File: src/design/nttpd_div.sv
`timescale 1ns / 1ps
module nttpd_div #(
    parameter int NUM_W  = 37,
    parameter int DEN_W  = 24,
    parameter int SIDE_W = 8
) (
    input  logic              clk,
    input  logic              rst_n,
    input  logic              en,
    input  logic              in_vld,
    input  logic [NUM_W-1:0]  in_num,
    input  logic [DEN_W-1:0]  in_den,
    input  logic [SIDE_W-1:0] in_side,
    output logic              out_vld,
    output logic [NUM_W-1:0]  out_quo,
    output logic [SIDE_W-1:0] out_side
);

    // One quotient bit per stage, restoring; the numerator word shifts left and
    // collects quotient bits at its low end.
    logic [NUM_W-1:0]  num_reg  [NUM_W];
    logic [DEN_W-1:0]  rem_reg  [NUM_W];
    logic [DEN_W-1:0]  den_reg  [NUM_W];
    logic [SIDE_W-1:0] side_reg [NUM_W];
    logic [NUM_W-1:0]  vld_reg;

    genvar k;
    generate
        for (k = 0; k < NUM_W; k++)
        begin : g_stage
            logic [NUM_W-1:0]  num_prev;
            logic [DEN_W-1:0]  rem_prev;
            logic [DEN_W-1:0]  den_prev;
            logic [SIDE_W-1:0] side_prev;
            logic              vld_prev;
            logic [DEN_W:0]    trial;
            logic [DEN_W:0]    diff;
            logic              fits;

            if (k == 0)
            begin : g_first
                assign num_prev  = in_num;
                assign rem_prev  = '0;
                assign den_prev  = in_den;
                assign side_prev = in_side;
                assign vld_prev  = in_vld;
            end
            else
            begin : g_next
                assign num_prev  = num_reg[k-1];
                assign rem_prev  = rem_reg[k-1];
                assign den_prev  = den_reg[k-1];
                assign side_prev = side_reg[k-1];
                assign vld_prev  = vld_reg[k-1];
            end

            assign trial = {rem_prev, num_prev[NUM_W-1]};
            assign fits  = trial >= {1'b0, den_prev};
            assign diff  = trial - {1'b0, den_prev};

            always_ff @(posedge clk or negedge rst_n)
            begin
                if (!rst_n)
                begin
                    vld_reg[k] <= 1'b0;
                end
                else if (en)
                begin
                    vld_reg[k] <= vld_prev;
                end
            end

            always_ff @(posedge clk)
            begin
                if (en)
                begin
                    num_reg[k]  <= {num_prev[NUM_W-2:0], fits};
                    rem_reg[k]  <= fits ? diff[DEN_W-1:0] : trial[DEN_W-1:0];
                    den_reg[k]  <= den_prev;
                    side_reg[k] <= side_prev;
                end
            end
        end
    endgenerate

    assign out_vld  = vld_reg[NUM_W-1];
    assign out_quo  = num_reg[NUM_W-1];
    assign out_side = side_reg[NUM_W-1];

endmodule

File: config.mk
export PLATFORM = sky130hd
export DESIGN_NAME = nttpd_div
export DESIGN_NICKNAME = d
export VERILOG_FILES = /design/src/design/nttpd_div.sv
export SDC_FILE = /design/constraint.sdc
export NUM_CORES = 2
export LEC_CHECK = 0
export BUFFER_PORTS_ARGS = -buffer_cell sky130_fd_sc_hd__buf_2
export CORE_MARGIN = 10
export CORE_UTILIZATION = 34
export DETAILED_ROUTE_END_ITERATION = 12
export HOLD_SLACK_MARGIN = 0.15
export PLACE_DENSITY = 0.58
export SKIP_CTS_REPAIR_TIMING = 1
export SLEW_MARGIN = 20
export SYNTH_ARGS = -nofsm -noshare
export SYNTH_HDL_FRONTEND = slang
export SYNTH_SLANG_ARGS = --single-unit
export TNS_END_PERCENT = 100
File: constraint.sdc
create_clock -name clk -period 3.68 [get_ports clk]
set_input_delay 0.368 -clock clk [delete_from_list [all_inputs] [get_ports clk]]
set_output_delay 0.368 -clock clk [all_outputs]
set_load 0.02 [all_outputs]
==> summary.md <==
| Metric | Value |
|---|---|
| Share of layout cells above drive strength 1 | 12.8% |
| Drt initial violations | 5627 |
| Total GRT Usage | 11.9% |
| CP Class | reg -> reg |
| CTS tree | yes |
| Drt drc | 0 |
| GR Overflow Total | 0 |
| Die Width | 695 um |
| TritonRoute pass-1 iters | 6 |
| Commonest cells in the netlist | edfxtp_1, inv_1, ha_1, a21oi_1, nand2_1 |
| Sequential element share of the synthesized area | 66.3% |
| Met1 Usage GRT | 15.5% |
| Core area | 453000 um^2 |
| FMAX | 280 MHz |
| RR Endpoint | rem_reg[4][79] |
| Fin util | 39.7% |
| Met2 usage | 20.3% |
| Crit-path cells | ha_1 -> and3_1 -> and3_1 -> o21ai_0 -> o21ai_2 -> o22ai_2 -> o31ai_1 -> a211o_1 -> a211o_1 -> a21boi_4 -> clkbuf_16 -> mux2_2 |
| Worst path bufs/invs | 1 |
| Crit share post-route | 97.0% |
| Vias in the first global route | 85.8k |
| Post-synthesis net count | 12.1k |
| Root buf cell | clkbuf_16 |
| Setup Skew | 114 ps |
| Initial Util | 34.2% |
| Multi-input gate area | 47900 um^2 |
| Synth top area share | 65.7% |
| Worst slew margin | 31.6% |
| Synth-to-layout area growth | 16.2% |
| GR Util met3 | 1.76% |
| Gate count of the mapped netlist | 11.1k |
| Most frequent cell after synthesis | edfxtp_1 |
| DR WL/cell | 16.3 um |
| Post-Route Setup TNS | 0 ps |
| Main area contributors after synthesis | edfxtp_1, ha_1, mux2_2 |
| Standby leakage power | 69.7 nW |
| Ys async rst share | 1.08% |
| Antenna violations before repair | 5 |
| Data required, critical path | 4380 ps |
| Critical path origin | rem_reg[4][57] |
| Post-synth top area cell | edfxtp_1 |
| Die area | 483000 um^2 |
| Gpl congestion | 0.856 |
| GRT busiest layer | met2 |
| Power per standard cell area | 832 nW/um^2 |
| Largest net degree at the start of global routing | 161 |
| Worst-Skew Late Latency | 1010 ps |
| CP max FO | 10 |
| Die height | 695 um |
| Critical Path Stages | 12 |
| Status | completed |
| Yosys warnings | 0 |
| Min cycle time layout | 3570 ps |
| Syn avg cell area | 13.9 um^2 |
| FF-to-FF path depth | 12 |
| Storage cell area | 103000 um^2 |
| Post-synth cell types | 82 |
| Worst Max-Slew Pin Slew | 1030 ps |
| Antenna-violating nets left | 0 |
| Via count | 87.2k |
| Cell family with most CP delay | compound AO/OA/AOI/OAI gates |
| Yosys reg bits | 3430 |
| Layout Cell Area excl Fill | 180000 um^2 |
| Largest register FFs | 1369 |
| First-pass GRT wire length | 472 mm |
| Placed Area | 166000 um^2 |
| Clk buf depth | 4 |
| Main flop type after synthesis | edfxtp_1 |
| Post-Route WL | 298 mm |
| PortBufs | 118 |
| Setup-failing EPs final | 0 |
| I/O pin total | 119 |
| Startpoint Class | flip-flop |
| CP Capture Type | flip-flop |
| Synth Cell Area | 155000 um^2 |
| FF-to-FF setup slack | 110 ps |
| Crit path DAT | 4270 ps |
| Critical Path Slowest Stage Cell | edfxtp_1 |
| DR vias/cell | 4.78 |
| Total CTS buffers | 390 |
| EDFF count, synth | 3393 |
| Worst path max stage delay | 400 ps |
| Slew Viols, Final | 0 |
| CTS Sinks | 3430 |
| Final count of hold timing violations | 0 |
| Maximum vdd ir drop | 0.000475 V |
| Type of the most critical hold path | in -> reg |
| Total of max-cap violations | 0 |
| Placement Rows | 247 |
| Post-DP HPWL | 207 mm |
| FF-to-FF Start | rem_reg[4][57] |
| Clock transition at path regs | 60 ps |
| NumNets Final | 12.9k |
| H-tree Lvls | 5 |
| Worst setup endpoint | rem_reg[4][79] |
| Fill cells | 42.1k |
==> metrics by stage <==
step	setup WS (ps)	power, mW	std cells	hold slack, ps
5_1_grt	-39.8	160	18235	153
4_1_cts	-145	151	18085	-593
6_report	112	150	18235	210
3_5_place_dp	-149	112	17381	405
3_3_place_gp	-176	111	17381	400
2_1_floorplan	34.8	96.6	11145	72.4
==> metal layers <==
metal  vias up  part of all wire (%)
met2      1452                    48
met1     41988                    44
li1      43166                     -
met3       581                   4.0
met5         -                     0
met4         0                   3.4
==> power by group <==
group	switching [mW]	internal (mW)	leakage, nW
Clock	16.0	22.1	6.10
Combinational	28.4	25.6	29.9
Sequential	4.12	53.7	33.6
Total	48.5	101	69.7
==> kinds of logic (layout without fill, tap and decap cells) <==
group                    after synthesis  count (layout)  synth area share [%]
adder cells (fa/ha/maj)              901             901                  7.44
buffers and inverters               1267            2379                  3.08
flip-flops                          3430            3430                  66.3
multiplexers                         504             504                  3.62
AND/OR/NAND/NOR                     1966            1966                  6.02
AO/OA/AOI/OAI                       2426            2426                  9.85
XOR/XNOR                             651             651                  3.68
other                                  0               2                     0
==> worst register-to-register path, cell delays in order (launching register included) <==
cell and delay, ps:
edfxtp_1 400, ha_1 360, and3_1 270, and3_1 260, o21ai_0 150, o21ai_2 130, o22ai_2 230, o31ai_1 120
a211o_1 290, a211o_1 330, a21boi_4 230, clkbuf_16 220, mux2_2 330
==> cells in the final DEF, fill, tap and decap left out, types with 102 or more instances in the layout <==
cell,count
nand2b_1,118
nand2_1,592
mux2_2,437
xnor2_1,398
o21ai_0,532
nor2b_1,129
dlygate4sd3_1,139
clkbuf_16,393
inv_1,1081
o21a_1,133
nor2_1,513
nand4_1,102
buf_4,266
nor3_1,113
buf_2,117
a21o_1,329
nand3_1,139
xor2_1,253
a21oi_1,728
edfxtp_1,3393
ha_1,864
==> worst min path at each step <==
stage	startpoint	to	slack, ps	cells past startpoint
global route	in_num[21]	num_reg[0][22]	150	2
global placement	num_reg[4][145]	num_reg[4][183]	400	0
finish	in_num[21]	num_reg[0][22]	210	2
floorplan	rst_n	g_stage[10].vld_prev	70	0
detailed placement	num_reg[0][91]	num_reg[0][129]	400	0
CTS	in_num[17]	num_reg[0][18]	-590	1
==> layout make-up <==
cell class / count / area share (%)
tap: 5976 / 4.15
sequential: 3430 / 57.1
antenna: 2 / 0.00278
clock inverter: 237 / 1.38
clock buffer: 467 / 5.62
multi-input combinational: 6448 / 26.6
timing repair buffer: 589 / 2.93
inverter: 1086 / 2.26
Note: power is estimated with default switching activity, not from simulation.
